==> config.mk <==
export PLATFORM = sky130hd
export DESIGN_NAME = rect_zone_table_enter_leave
export DESIGN_NICKNAME = d
export VERILOG_FILES = /design/src/design/rzt_pkg.sv /design/src/design/rzt_ram.sv /design/src/design/rzt_front.sv /design/src/design/rzt_back.sv /design/src/design/rect_zone_table_enter_leave.sv
export SDC_FILE = /design/constraint.sdc
export NUM_CORES = 2
export LEC_CHECK = 0
export BUFFER_PORTS_ARGS = -buffer_cell sky130_fd_sc_hd__buf_2
export CAP_MARGIN = 20
export CORE_MARGIN = 3
export CORE_UTILIZATION = 25
export DETAILED_ROUTE_END_ITERATION = 16
export PLACE_DENSITY = 0.43
export SETUP_SLACK_MARGIN = 0.2
export SLEW_MARGIN = 20
export SYNTH_ARGS = -nofsm -noshare
export SYNTH_HDL_FRONTEND = slang
export SYNTH_SLANG_ARGS = --single-unit
==> constraint.sdc <==
create_clock -name clk -period 13.3 [get_ports clk]
set_input_delay 1.33 -clock clk [delete_from_list [all_inputs] [get_ports clk]]
set_output_delay 1.33 -clock clk [all_outputs]
set_load 0.005 [all_outputs]
==> src/design/rzt_pkg.sv <==
package rzt_pkg;

  // Operation codes carried in the input tuser
  localparam logic [2:0] OP_DEFINE  = 3'd0;
  localparam logic [2:0] OP_HANDLER = 3'd1;
  localparam logic [2:0] OP_COUNT   = 3'd2;
  localparam logic [2:0] OP_TILE    = 3'd3;
  localparam logic [2:0] OP_BOX     = 3'd4;

  // Result kinds carried in the output tuser
  localparam logic [1:0] KIND_STATUS = 2'd0;
  localparam logic [1:0] KIND_ENTER  = 2'd1;
  localparam logic [1:0] KIND_LEAVE  = 2'd2;

  // Handler flag bits
  localparam int FLAG_ENTER = 0;
  localparam int FLAG_LEAVE = 1;

  // Classified command passed from the front end to the executor
  typedef struct packed {
    logic [2:0]  op;
    logic [5:0]  slot;
    logic        in_range;
    logic [7:0]  px;
    logic [7:0]  py;
    logic [7:0]  rect_width;
    logic [7:0]  rect_height;
    logic [7:0]  handler_flags;
    logic [7:0]  handler_bank;
    logic [15:0] handler_address;
    logic        force_req;
    logic [7:0]  box_l;
    logic [7:0]  box_t;
    logic [7:0]  box_r;
    logic [7:0]  box_b;
  } cmd_t;

  // One result word
  typedef struct packed {
    logic [1:0]  kind;
    logic [4:0]  zone_index;
    logic        zone_hit;
    logic [7:0]  event_bank;
    logic [15:0] event_address;
    logic        activated;
    logic        last_of_run;
  } res_t;

endpackage

==> src/design/rzt_ram.sv <==
module rzt_ram #(
  parameter int WIDTH = 32,
  parameter int DEPTH = 32
) (
  input  logic                                  clk,
  input  logic                                  we,
  input  logic [(DEPTH > 1 ? $clog2(DEPTH) : 1)-1:0] waddr,
  input  logic [WIDTH-1:0]                      wdata,
  input  logic [(DEPTH > 1 ? $clog2(DEPTH) : 1)-1:0] raddr,
  output logic [WIDTH-1:0]                      rdata
);

  logic [WIDTH-1:0] mem [DEPTH];

  // Write port and registered read port
  always_ff @(posedge clk) begin
    if (we) begin
      mem[waddr] <= wdata;
    end
    rdata <= mem[raddr];
  end

endmodule

==> src/design/rzt_front.sv <==
module rzt_front #(
  parameter int ZONES          = 32,
  parameter int SUBPIXEL_SHIFT = 4
) (
  input  logic          clk,
  input  logic          rst,
  input  logic          s_tvalid,
  output logic          s_tready,
  input  logic [119:0]  s_tdata,
  input  logic [2:0]    s_tuser,
  output logic          q_valid,
  input  logic          q_ready,
  output rzt_pkg::cmd_t q_cmd
);

  rzt_pkg::cmd_t cmd;
  rzt_pkg::cmd_t fifo [2];
  logic          wptr;
  logic          rptr;
  logic [1:0]    fill;
  logic          push;
  logic          pop;

  // Tile edge of a box: bits 3..10 of the shifted offset plus sign-extended pixel edge
  function automatic logic [7:0] box_tile(input logic [15:0] off, input logic [7:0] e);
    logic [15:0] sum;
    sum = (off >> SUBPIXEL_SHIFT) + {{8{e[7]}}, e};
    return sum[10:3];
  endfunction

  // Classify the incoming word
  always_comb begin
    cmd.op              = s_tuser;
    cmd.slot            = s_tdata[5:0];
    cmd.in_range        = {1'b0, s_tdata[5:0]} < 7'(ZONES);
    cmd.px              = s_tdata[13:6];
    cmd.py              = s_tdata[29:22];
    cmd.rect_width      = s_tdata[45:38];
    cmd.rect_height     = s_tdata[53:46];
    cmd.handler_flags   = s_tdata[61:54];
    cmd.handler_bank    = s_tdata[69:62];
    cmd.handler_address = s_tdata[85:70];
    cmd.force_req       = s_tdata[86];
    cmd.box_l           = box_tile(s_tdata[21:6], s_tdata[94:87]);
    cmd.box_r           = box_tile(s_tdata[21:6], s_tdata[102:95]);
    cmd.box_t           = box_tile(s_tdata[37:22], s_tdata[110:103]);
    cmd.box_b           = box_tile(s_tdata[37:22], s_tdata[118:111]);
  end

  assign s_tready = (fill != 2'd2);
  assign q_valid  = (fill != 2'd0);
  assign q_cmd    = fifo[rptr];
  assign push     = s_tvalid && s_tready;
  assign pop      = q_valid && q_ready;

  // Two-entry command queue
  always_ff @(posedge clk) begin
    if (push) begin
      fifo[wptr] <= cmd;
    end
    if (rst) begin
      wptr <= 1'b0;
      rptr <= 1'b0;
      fill <= 2'd0;
    end else begin
      if (push) wptr <= ~wptr;
      if (pop)  rptr <= ~rptr;
      fill <= fill + 2'(push) - 2'(pop);
    end
  end

endmodule

==> src/design/rzt_back.sv <==
module rzt_back #(
  parameter int ZONES = 32
) (
  input  logic          clk,
  input  logic          rst,
  input  logic          q_valid,
  output logic          q_ready,
  input  rzt_pkg::cmd_t q_cmd,
  output logic          res_valid,
  input  logic          res_ready,
  output rzt_pkg::res_t res
);

  localparam int IW = (ZONES > 1) ? $clog2(ZONES) : 1;
  localparam int CW = $clog2(ZONES + 1);

  typedef enum logic [9:0] {
    S_IDLE = 10'b0000000001,
    S_CRD  = 10'b0000000010,
    S_HCLR = 10'b0000000100,
    S_SCAN = 10'b0000001000,
    S_DEC  = 10'b0000010000,
    S_LRD  = 10'b0000100000,
    S_LCHK = 10'b0001000000,
    S_ERD  = 10'b0010000000,
    S_ECHK = 10'b0100000000,
    S_STAT = 10'b1000000000
  } state_t;

  state_t        state;
  state_t        state_next;
  rzt_pkg::cmd_t cur;
  logic [CW-1:0] active_count;
  logic [7:0]    prev_tx;
  logic [7:0]    prev_ty;
  logic          pv;
  logic [IW-1:0] pz;
  logic [IW-1:0] old_pz;
  logic          found;
  logic [IW-1:0] hit;
  logic          act;
  logic [CW-1:0] scan_idx;
  logic          chk_v;
  logic [IW-1:0] chk_idx;
  logic          rect_valid [ZONES];
  logic          hdl_valid [ZONES];
  logic          out_valid;
  rzt_pkg::res_t out_res;

  logic          r_we;
  logic [IW-1:0] r_waddr;
  logic [31:0]   r_wdata;
  logic [31:0]   r_rdata;
  logic          h_we;
  logic [IW-1:0] h_waddr;
  logic [31:0]   h_wdata;
  logic [IW-1:0] h_raddr;
  logic [31:0]   h_rdata;

  logic          pop;
  logic [CW-1:0] new_count;
  logic [31:0]   rect_e;
  logic [31:0]   hv;
  logic [7:0]    e_l, e_t, e_r, e_b;
  logic          tile_m, box_m, match;
  logic          issue_ok;
  logic          same;
  logic          out_free;
  logic          ld;
  rzt_pkg::res_t ld_res;

  function automatic logic [4:0] to_idx(input logic [IW-1:0] i);
    logic [6:0] x;
    x = 7'(i);
    return x[4:0];
  endfunction

  rzt_ram #(.WIDTH(32), .DEPTH(ZONES)) u_rect (
    .clk(clk), .we(r_we), .waddr(r_waddr), .wdata(r_wdata),
    .raddr(IW'(scan_idx)), .rdata(r_rdata)
  );

  rzt_ram #(.WIDTH(32), .DEPTH(ZONES)) u_hdl (
    .clk(clk), .we(h_we), .waddr(h_waddr), .wdata(h_wdata),
    .raddr(h_raddr), .rdata(h_rdata)
  );

  assign q_ready   = (state == S_IDLE);
  assign pop       = q_valid && q_ready;
  assign out_free  = !out_valid || res_ready;
  assign res_valid = out_valid;
  assign res       = out_res;
  assign issue_ok  = scan_idx < active_count;
  assign new_count = ({1'b0, q_cmd.slot} > 7'(ZONES)) ? CW'(ZONES) : CW'(q_cmd.slot);

  // Entry edges with 8-bit wrap; invalid entries read as zero
  assign rect_e = rect_valid[chk_idx] ? r_rdata : 32'd0;
  assign e_l    = rect_e[7:0];
  assign e_t    = rect_e[15:8];
  assign e_r    = e_l + rect_e[23:16] - 8'd1;
  assign e_b    = e_t + rect_e[31:24] - 8'd1;
  assign tile_m = ({1'b0, cur.px} + 9'd1 >= {1'b0, e_l}) && (cur.px <= e_r) &&
                  (cur.py >= e_t) && (cur.py <= e_b);
  assign box_m  = (cur.box_l <= e_r) && (cur.box_r >= e_l) &&
                  (cur.box_t <= e_b) && (cur.box_b >= e_t);
  assign match  = (cur.op == rzt_pkg::OP_TILE) ? tile_m : box_m;
  assign same   = (found == pv) && (!found || hit == pz);

  // Handler read address and masked handler word
  always_comb begin
    if (state == S_CRD || state == S_HCLR) begin
      h_raddr = IW'(cur.slot);
    end else if (state == S_LRD || state == S_LCHK) begin
      h_raddr = old_pz;
    end else begin
      h_raddr = hit;
    end
  end
  assign hv = hdl_valid[h_raddr] ? h_rdata : 32'd0;

  // Store writes
  always_comb begin
    r_we    = 1'b0;
    r_waddr = IW'(q_cmd.slot);
    r_wdata = {q_cmd.rect_height, q_cmd.rect_width, q_cmd.py, q_cmd.px};
    h_we    = 1'b0;
    h_waddr = IW'(q_cmd.slot);
    h_wdata = {q_cmd.handler_address, q_cmd.handler_bank, q_cmd.handler_flags};
    if (pop && q_cmd.in_range) begin
      if (q_cmd.op == rzt_pkg::OP_DEFINE) r_we = 1'b1;
      if (q_cmd.op == rzt_pkg::OP_HANDLER && q_cmd.handler_bank != 8'd0) h_we = 1'b1;
    end
    if (state == S_HCLR) begin
      h_we    = 1'b1;
      h_waddr = IW'(cur.slot);
      h_wdata = {24'd0, hv[7:0] & ~cur.handler_flags};
    end
  end

  // Result selection and next state
  always_comb begin
    state_next = state;
    ld         = 1'b0;
    ld_res     = '0;
    unique case (state)
      S_IDLE: begin
        if (pop) begin
          priority case (q_cmd.op)
            rzt_pkg::OP_HANDLER:
              state_next = (q_cmd.in_range && q_cmd.handler_bank == 8'd0) ? S_CRD : S_STAT;
            rzt_pkg::OP_TILE:
              state_next = (!q_cmd.force_req && q_cmd.px == prev_tx && q_cmd.py == prev_ty)
                           ? S_STAT : S_SCAN;
            rzt_pkg::OP_BOX: state_next = S_SCAN;
            default:         state_next = S_STAT;
          endcase
        end
      end
      S_CRD:  state_next = S_HCLR;
      S_HCLR: state_next = S_STAT;
      S_SCAN: begin
        if ((chk_v && match) || (!chk_v && !issue_ok)) state_next = S_DEC;
      end
      S_DEC: begin
        if (cur.op == rzt_pkg::OP_TILE) begin
          state_next = found ? S_ERD : S_STAT;
        end else if (!cur.force_req && same) begin
          state_next = S_STAT;
        end else if (pv && !same) begin
          state_next = S_LRD;
        end else begin
          state_next = found ? S_ERD : S_STAT;
        end
      end
      S_LRD: state_next = S_LCHK;
      S_LCHK: begin
        ld_res.kind          = rzt_pkg::KIND_LEAVE;
        ld_res.zone_index    = to_idx(old_pz);
        ld_res.event_bank    = hv[15:8];
        ld_res.event_address = hv[31:16];
        if (!hv[rzt_pkg::FLAG_LEAVE] || out_free) begin
          ld         = hv[rzt_pkg::FLAG_LEAVE];
          state_next = found ? S_ERD : S_STAT;
        end
      end
      S_ERD: state_next = S_ECHK;
      S_ECHK: begin
        ld_res.kind          = rzt_pkg::KIND_ENTER;
        ld_res.zone_index    = to_idx(hit);
        ld_res.event_bank    = hv[15:8];
        ld_res.event_address = hv[31:16];
        if (!hv[rzt_pkg::FLAG_ENTER] || out_free) begin
          ld         = hv[rzt_pkg::FLAG_ENTER];
          state_next = S_STAT;
        end
      end
      S_STAT: begin
        ld_res.kind        = rzt_pkg::KIND_STATUS;
        ld_res.zone_index  = found ? to_idx(hit) : 5'd0;
        ld_res.zone_hit    = found;
        ld_res.activated   = act;
        ld_res.last_of_run = 1'b1;
        if (out_free) begin
          ld         = 1'b1;
          state_next = S_IDLE;
        end
      end
      default: state_next = S_IDLE;
    endcase
  end

  // Output register
  always_ff @(posedge clk) begin
    if (ld) out_res <= ld_res;
    if (rst) begin
      out_valid <= 1'b0;
    end else if (ld) begin
      out_valid <= 1'b1;
    end else if (res_ready) begin
      out_valid <= 1'b0;
    end
  end

  // Executor state
  always_ff @(posedge clk) begin
    if (rst) begin
      state        <= S_IDLE;
      active_count <= '0;
      prev_tx      <= 8'd0;
      prev_ty      <= 8'd0;
      pv           <= 1'b0;
      pz           <= '0;
      old_pz       <= '0;
      found        <= 1'b0;
      hit          <= '0;
      act          <= 1'b0;
      scan_idx     <= '0;
      chk_v        <= 1'b0;
      chk_idx      <= '0;
      for (int i = 0; i < ZONES; i++) begin
        rect_valid[i] <= 1'b0;
        hdl_valid[i]  <= 1'b0;
      end
    end else begin
      state <= state_next;
      if (r_we) rect_valid[r_waddr] <= 1'b1;
      if (h_we) hdl_valid[h_waddr]  <= 1'b1;
      unique case (state)
        S_IDLE: begin
          if (pop) begin
            cur      <= q_cmd;
            found    <= 1'b0;
            act      <= 1'b0;
            hit      <= '0;
            scan_idx <= '0;
            chk_v    <= 1'b0;
            if (q_cmd.op == rzt_pkg::OP_COUNT) begin
              active_count <= new_count;
              for (int i = 0; i < ZONES; i++) begin
                if (CW'(i) >= new_count) begin
                  rect_valid[i] <= 1'b0;
                  hdl_valid[i]  <= 1'b0;
                end
              end
            end
            if (state_next == S_SCAN && q_cmd.op == rzt_pkg::OP_TILE) begin
              prev_tx <= q_cmd.px;
              prev_ty <= q_cmd.py;
            end
          end
        end
        S_SCAN: begin
          if (chk_v && match) begin
            found <= 1'b1;
            hit   <= chk_idx;
            chk_v <= 1'b0;
          end else if (issue_ok) begin
            chk_v    <= 1'b1;
            chk_idx  <= IW'(scan_idx);
            scan_idx <= scan_idx + CW'(1);
          end else begin
            chk_v <= 1'b0;
          end
        end
        S_DEC: begin
          if (cur.op == rzt_pkg::OP_TILE) begin
            act <= found;
          end else if (cur.force_req || !same) begin
            pv     <= found;
            pz     <= found ? hit : '0;
            old_pz <= pz;
          end
        end
        S_LCHK, S_ECHK: begin
          if (ld) act <= 1'b1;
        end
        default: begin
        end
      endcase
    end
  end

  // Only the status closes a run
  a_last_status: assert property (@(posedge clk) disable iff (rst)
    out_valid && out_res.last_of_run |-> out_res.kind == rzt_pkg::KIND_STATUS)
    else $error("last_of_run on a non-status result");

  // Events carry no hit or activation flags
  a_event_clean: assert property (@(posedge clk) disable iff (rst)
    out_valid && out_res.kind != rzt_pkg::KIND_STATUS |->
      !out_res.zone_hit && !out_res.activated && !out_res.last_of_run)
    else $error("event result with status fields set");

  // Active count never exceeds the table
  a_count_range: assert property (@(posedge clk) disable iff (rst)
    active_count <= CW'(ZONES))
    else $error("active count above table depth");

  // No previous zone means index zero
  a_prev_none: assert property (@(posedge clk) disable iff (rst)
    !pv |-> pz == '0)
    else $error("stale previous zone index");

  // Scan never checks beyond the active entries
  a_scan_bound: assert property (@(posedge clk) disable iff (rst)
    chk_v |-> CW'(chk_idx) < active_count)
    else $error("scan checked an inactive entry");

endmodule

==> src/design/rect_zone_table_enter_leave.sv <==
// Rectangle zone table with enter and leave events.
//
// Input words arrive on s_tvalid/s_tready; s_tuser carries the operation and
// s_tdata the operands. Each accepted word produces zero to two event words
// followed by one status word on m_tvalid/m_tready; m_tlast marks the status
// and m_tuser its kind (status, enter, leave).
// A two-entry command queue sits between the input front end and the
// executor, so words are taken while the executor scans or a result waits.
// Define, handler set and count go straight to the status word; a handler
// clear first reads the handler word and writes it back masked. A probe
// scans the active entries one per cycle through the rectangle memory port,
// stops at the first match, and reads the handler word for each event it
// needs before the status word.
// At most one word is executed at a time.
// Reset empties the queue, marks every table entry as zero through per-entry
// valid bits, zeroes the active count and previous tile, forgets the previous
// zone and needs no clearing pass. With m_tready low the executor holds its
// result and stalls before the next; the input side keeps filling the queue.
module rect_zone_table_enter_leave #(
  parameter int ZONES          = 32,
  parameter int SUBPIXEL_SHIFT = 4
) (
  input  logic         clk,
  input  logic         rst,
  input  logic         s_tvalid,
  output logic         s_tready,
  // slot[5:0] coord_x[21:6] coord_y[37:22] rect_width[45:38] rect_height[53:46]
  // handler_flags[61:54] handler_bank[69:62] handler_address[85:70]
  // force_req[86] box_x_edges[102:87] box_y_edges[118:103], zero fill above
  input  logic [119:0] s_tdata,
  // op[2:0]
  input  logic [2:0]   s_tuser,
  output logic         m_tvalid,
  input  logic         m_tready,
  // zone_index[4:0] zone_hit[5] event_bank[13:6] event_address[29:14]
  // activated[30], zero fill above
  output logic [31:0]  m_tdata,
  // kind[1:0]
  output logic [1:0]   m_tuser,
  output logic         m_tlast
);

  logic          q_valid;
  logic          q_ready;
  rzt_pkg::cmd_t q_cmd;
  rzt_pkg::res_t res;

  rzt_front #(.ZONES(ZONES), .SUBPIXEL_SHIFT(SUBPIXEL_SHIFT)) u_front (
    .clk(clk), .rst(rst),
    .s_tvalid(s_tvalid), .s_tready(s_tready), .s_tdata(s_tdata), .s_tuser(s_tuser),
    .q_valid(q_valid), .q_ready(q_ready), .q_cmd(q_cmd)
  );

  rzt_back #(.ZONES(ZONES)) u_back (
    .clk(clk), .rst(rst),
    .q_valid(q_valid), .q_ready(q_ready), .q_cmd(q_cmd),
    .res_valid(m_tvalid), .res_ready(m_tready), .res(res)
  );

  // Pack the result word
  assign m_tdata = {1'b0, res.activated, res.event_address, res.event_bank,
                    res.zone_hit, res.zone_index};
  assign m_tuser = res.kind;
  assign m_tlast = res.last_of_run;

endmodule

After elaboration in Yosys (flattened, before gate mapping)
Memories as Yosys holds them, arrays and structs flattened. A register that Yosys moved wholly into a read port is not among the register bits.
Cells that the tools add are included.
{"block": "totals", "romBits": 0, "ff_bits": 166, "ramBits": 2326, "output_inout_bits": 37, "word_cells": 577, "n_memories": 5, "latch_bits": 0, "in_bits": 127}
{"memory": "u_back.u_hdl.mem", "depth": 32, "word_bits": 32, "rd": 1, "rd_clocked_by_memory_dff": 1, "wr": 1, "line": "rzt_ram.sv:13", "text": "logic [WIDTH-1:0] mem [DEPTH];"}
{"memory": "u_back.u_rect.mem", "depth": 32, "word_bits": 32, "rd": 1, "rd_clocked_by_memory_dff": 1, "wr": 1, "line": "rzt_ram.sv:13"}
{"memory": "u_front.fifo", "depth": 2, "word_bits": 107, "rd": 1, "rd_clocked_by_memory_dff": 1, "wr": 1, "line": "rzt_front.sv:17", "text": "rzt_pkg::cmd_t fifo [2];"}
{"memory": "u_back.hdl_valid", "depth": 32, "word_bits": 1, "rd": 1, "rd_clocked_by_memory_dff": 0, "wr": 32, "line": "rzt_back.sv:46", "text": "logic hdl_valid [ZONES];"}
{"memory": "u_back.rect_valid", "depth": 32, "word_bits": 1, "rd": 1, "rd_clocked_by_memory_dff": 1, "wr": 32, "line": "rzt_back.sv:45", "text": "logic rect_valid [ZONES];"}
{"block": "op_classes", "multipliers": 0, "eq_ne": 27, "bitwise_logic": 71, "muxes": 329, "order_cmp": 43, "n_reduce_logical": 56, "addsub": 12, "shift": 0, "div_mod_pow": 0}
{"cell": "$mux W1", "count": 292}
{"cell": "$mux W10", "count": 11}
{"cell": "$pmux W10 S10", "count": 1}
{"cell": "$ge A5 B6 Y1 const A", "count": 16}
{"cell": "$mux W32", "count": 2}
{"cell": "$or A1 B1 Y1", "count": 64}
{"cell": "$mux W5", "count": 10}
{"cell": "$ge A4 B6 Y1 const A", "count": 8}
{"cell": "$add A11 B8 Y11", "count": 4}
{"cell": "$le A8 B8 Y1", "count": 4}
{"cell": "$pmux W10 S3", "count": 1}
{"cell": "$ge A3 B6 Y1 const A", "count": 4}
{"cell": "$ge A8 B8 Y1", "count": 3}
{"cell": "$mux W6", "count": 4}
{"cell": "$pmux W7 S3", "count": 1}
{"cell": "$eq A10 B4 Y1 const B", "count": 2}
{"cell": "$logic_and A1 B1 Y1", "count": 19}
{"cell": "$reduce_and A3 Y1", "count": 6}
{"cell": "$add A8 B8 Y8", "count": 2}
{"cell": "$eq A8 B8 Y1", "count": 2}
{"cell": "$sub A8 B1 Y8 const B", "count": 2}
{"cell": "$ge A1 B6 Y1 const A", "count": 2}
{"cell": "$ge A2 B6 Y1 const A", "count": 2}
{"cell": "$pmux W6 S2", "count": 1}
{"cell": "42 further kinds", "count": 75}

Logic depth before layout (Yosys ltp)
{"block": "depth", "depth_word": 15, "mapped_depth": 27, "depth_no_buf": 25}

By module
Synthesis repeated with hierarchy kept, for this count alone.
{"block": "unflattened", "hier_cells": 6386, "hier_area_um2": 103127.7}
{"module": "rzt_ram (u_back.u_hdl)", "cells_each": 2260, "seq_area_each_um2": 31390.1, "area_each_um2": 40492.6, "n_inst": 1}
{"module": "rzt_ram (u_back.u_rect)", "cells_each": 2260, "seq_area_each_um2": 31390.1, "area_each_um2": 40485.1, "n_inst": 1}
{"module": "rzt_back", "cells_each": 1328, "seq_area_each_um2": 5615.4, "area_each_um2": 12901.1, "n_inst": 1}
{"module": "rzt_front", "cells_each": 536, "seq_area_each_um2": 6526.3, "area_each_um2": 9237.6, "n_inst": 1}
{"module": "rect_zone_table_enter_leave", "cells_each": 2, "seq_area_each_um2": 0.0, "area_each_um2": 11.3, "n_inst": 1}

Least setup slack after synthesis
OpenSTA, ideal clock, no wires.
{"block": "synth_path", "kind": "in2reg", "from": "input rst", "to": "register u_back.cur[0] in the netlist's numbering (enable)", "arrival_ps": 5785, "required_ps": 12752, "n_path_buf": 2, "setup_ps": 548, "path_stages": 3, "path_slack_ps": 6966, "path_cell_list": "clkbuf_1 clkbuf_1 nor3_1"}
{"block": "synth_between", "elab_chain_cells": 2}
{"item": "from (decl)", "line": "rect_zone_table_enter_leave.sv:24", "text": "input logic rst,"}
{"item": "$not A1 Y1 (no source line)"}
{"item": "$reduce_and A3 Y1 (no source line)"}
{"item": "to (signal assigned)", "line": "rzt_back.sv:251", "text": "cur <= q_cmd;"}
{"item": "to (decl)", "line": "rzt_back.sv:32", "text": "rzt_pkg::cmd_t cur;"}
Every way passes these cells.
A chain may end at the register's enable or synchronous reset.

==> results.cfg <==
[power]
p_int_mw = 13.32
switching_share = 0.2376
p_clk_frac = 0.415
powerDensity_mw_per_mm2 = 158.9
combPwrFrac = 0.079
total_leakage_power_nw = 35.23
power_switching_mw = 4.152
ir_drop_v = 0.0001071
power_frac_seq = 0.505

[timing]
setup-tns-final_ns = 0
skew_ns = 0.06669
max_slew_margin = 0.2408
fin_crit_sh = 0.5437
grt_setup_unrepaired = no
tightest_slew_ns = 1.107
hold_viol = 0
fmax_ghz = 0.1383
setup_viol = 0
slew_viol_final = 0
fin_crit_ns = 7.232

[grt]
grt_busiest_layer = met2
grt_max_degree = 201
use_met1 = 0.1825
grt_pass1_wl_mm = 386.7
grt_antenna_before_repair = 10
met2_usage = 0.2422
grt_pass1_vias = 52530
grt_use_total = 0.1388
grt_overflow = 0
gr-usage-met3 = 0.01795

[worst_setup_path]
cp.required_ns = 14.02
crit_family = multiplexers
max_stage_delay_ns = 0.69
critPathMaxFanout = 32
critPathArrivalTime_ns = 7.95
critical_path_buf_inv_count = 3
start_kind = flip-flop
setup.worst_path.end_class = flip-flop
crit_slowest_cell = dfxtp_1
crit_path_cell_trace = mux4_2 -> mux4_2 -> mux2_2 -> nand2_1 -> ha_1 -> inv_1 -> ha_1 -> inv_1 -> fa_1 -> inv_1 -> a21oi_1 -> o21bai_1 -> a21o_1 -> a21oi_1 -> xor2_1 -> xnor2_1 -> ha_1 -> nand4_1 -> a211oi_1 -> nand2_1 -> or4_1 -> o211ai_1 -> o21ai_1 -> mux2_2
criticalPathCategory = flip-flop to flip-flop

[yosys]
syn_nets = 6073
yosys.area.top_type_share = 0.6899
synthCells = 5812
synth_area_mm2 = 0.09362
synthDistinctLibCells = 79
synth_top_cell_by_area = edfxtp_1
synth_seq_area_share = 0.7316
post-synth-top-count-cell = edfxtp_1
synth_area_leaders = edfxtp_1 69%, mux4_2 7.9%, dfxtp_1 4.2%
synth_edf_count = 2151
ys_ff_latch = 2346
async_flop_share = 0
syn_area_per_cell_um2 = 16.11
ys_warn_count = 0
synth_commonest_cells = 2,151 x edfxtp_1, 999 x nand2_1, 330 x mux4_2
synth_flop_cell = edfxtp_1

[layout]
nFillCells = 36940
fin_cells = 11240
drive_gt1_frac = 0.1975
nets = 6312
areaGrowthSynthToFinish_pct = 17.44

[die]
dieArea_mm2 = 0.3819
initial_core_util = 0.2514
io_pins = 164
fp-row-count = 224
core_mm2 = 0.3725
dieWidth_um = 618.0
die_h_um = 618.0

[route]
vias = 51560
first_pass_iters = 5
wl_mm = 271.7
drc = 0
viasPerCell = 4.588
routedWlPerCell_um = 24.18
drt-initial-drc-count = 4379
ant_nets = 0

[cts]
ctsResizeCount = 0
clock_sinks = 2346
hold_buffers = 0
cts_root_buf = clkbuf_16
clk_latency_ns = 0.89
cts-htree-levels = 5
post-cts-setup-buffers = 0
cts_tree = done
cts_buffers = 268
path_clk_slew_ns = 0.05
max-clock-path-buffers = 4

[place]
dp_hpwl_mm = 149.3
routabilityCongestion = 0.7876
dpl.cell_count = 10740
port_buffers = 153

[job]
drv_cap = 0

[hold_path]
hold_path_class = flip-flop to flip-flop

[outcome]
outcome = finished clean
==> worst paths after layout <==
check | slack, ns | depth (start not counted) | endpoint | from
setup / recovery | 6.07 | 24 | u_back.found$_SDFFE_PP0P_ | flip-flop
hold / removal | 0.45 | 2 | u_back.rect_valid[31]$_DFF_P_ | u_back.rect_valid[31]$_DFF_P_
setup reg to reg | 6.07 | 24 | u_back.found$_SDFFE_PP0P_ | flip-flop
hold reg to reg | 0.45 | 2 | u_back.rect_valid[31]$_DFF_P_ | u_back.rect_valid[31]$_DFF_P_
==> cell usage in the layout (no fill, tap or decap), drive strengths merged, types with 103 or more instances in the layout <==
cell type / count
nand2: 999
a311oi: 157
edfxtp: 2151
buf: 288
dfxtp: 195
clkinv: 103
nor2: 206
clkbuf: 348
and3: 111
ha: 132
nand3: 303
mux4: 330
inv: 109
==> cell families after synthesis <==
| group | synth area share |
|---|---|
| AO/OA/AOI/OAI | 0.04541 |
| AND/OR/NAND/NOR | 0.08266 |
| adder cells (fa/ha/maj) | 0.01807 |
| other | 0.00004005 |
| buffers and inverters | 0.01743 |
| flip-flops | 0.7316 |
| XOR/XNOR | 0.007858 |
| multiplexers | 0.09694 |
==> area by class of cell <==
type / count / area, um2 / area share
sequential: 2346 / 68520 / 0.6232
multi-input combinational: 3049 / 24280 / 0.2208
clock buffer: 348 / 7390 / 0.06721
tap: 4972 / 6221 / 0.05658
timing repair buffer: 288 / 1943 / 0.01767
clock inverter: 134 / 1225 / 0.01114
inverter: 98 / 367.9 / 0.003346
antenna: 3 / 7.507 / 0.00006828
==> power by group through the flow <==
| stage | combinational [mW] | clock [mW] | sequential (mW) |
|---|---|---|---|
| floorplan | 0.776 | 0 | 8.94 |
| global placement | 1.32 | 0 | 8.99 |
| detailed placement | 1.38 | 0 | 9.00 |
| global route | 1.53 | 7.77 | 8.85 |
| CTS | 1.38 | 7.48 | 8.84 |
| finish | 1.38 | 7.26 | 8.83 |
==> layer usage <==
metal / up-vias / share of wire
li1: 23020 / -
met1: 26980 / 0.43
met2: 1192 / 0.50
met3: 364 / 0.043
met4: 0 / 0.023
met5: - / 0
==> stage by stage <==
| step | cell area, um2 | power (mW) | hold slack, ns | worst slack, ns | util |
|---|---|---|---|---|---|
| after floorplan | 93620 | 9.718 | 0.4196 | 6.966 | - |
| after global placement | 101100 | 10.32 | 0.4314 | 5.991 | 0.2713 |
| after detailed placement | 101100 | 10.38 | 0.4434 | 6.033 | 0.2715 |
| after CTS | 109700 | 17.70 | 0.4567 | 5.998 | 0.2946 |
| after global routing | 109900 | 18.15 | 0.4694 | 5.547 | 0.2952 |
| final | 109900 | 17.48 | 0.4529 | 6.068 | 0.2952 |
==> flip-flops by register name (all words and copies together), names as in the netlist, 2 cells and up, named ones only <==
signal / count
u_back.active_count: 6
u_back.chk_idx: 5
u_back.cur: 59
u_back.hdl_valid: 32
u_back.hit: 5
u_back.old_pz: 5
u_back.prev_tx: 8
u_back.prev_ty: 8
u_back.pz: 5
u_back.rect_valid: 32
u_back.res: 34
u_back.scan_idx: 6
u_back.state: 10
u_back.u_hdl.mem: 832
u_back.u_hdl.rdata: 26
u_back.u_rect.mem: 1024
u_back.u_rect.rdata: 32
u_front.fifo: 202
u_front.fill: 2
==> worst reg2reg max path, stage by stage, from the launching register on <==
cell and delay (ns):
dfxtp_1 0.69, mux4_2 0.61, mux4_2 0.49, mux2_2 0.53, nand2_1 0.25, ha_1 0.25, inv_1 0.06, ha_1 0.16
inv_1 0.06, fa_1 0.45, inv_1 0.08, a21oi_1 0.06, o21bai_1 0.21, a21o_1 0.16, a21oi_1 0.08, xor2_1 0.16
xnor2_1 0.33, ha_1 0.22, nand4_1 0.09, a211oi_1 0.24, nand2_1 0.08, or4_1 0.57, o211ai_1 0.58, o21ai_1 0.35
mux2_2 0.35
(Power assumes the default switching activity.)
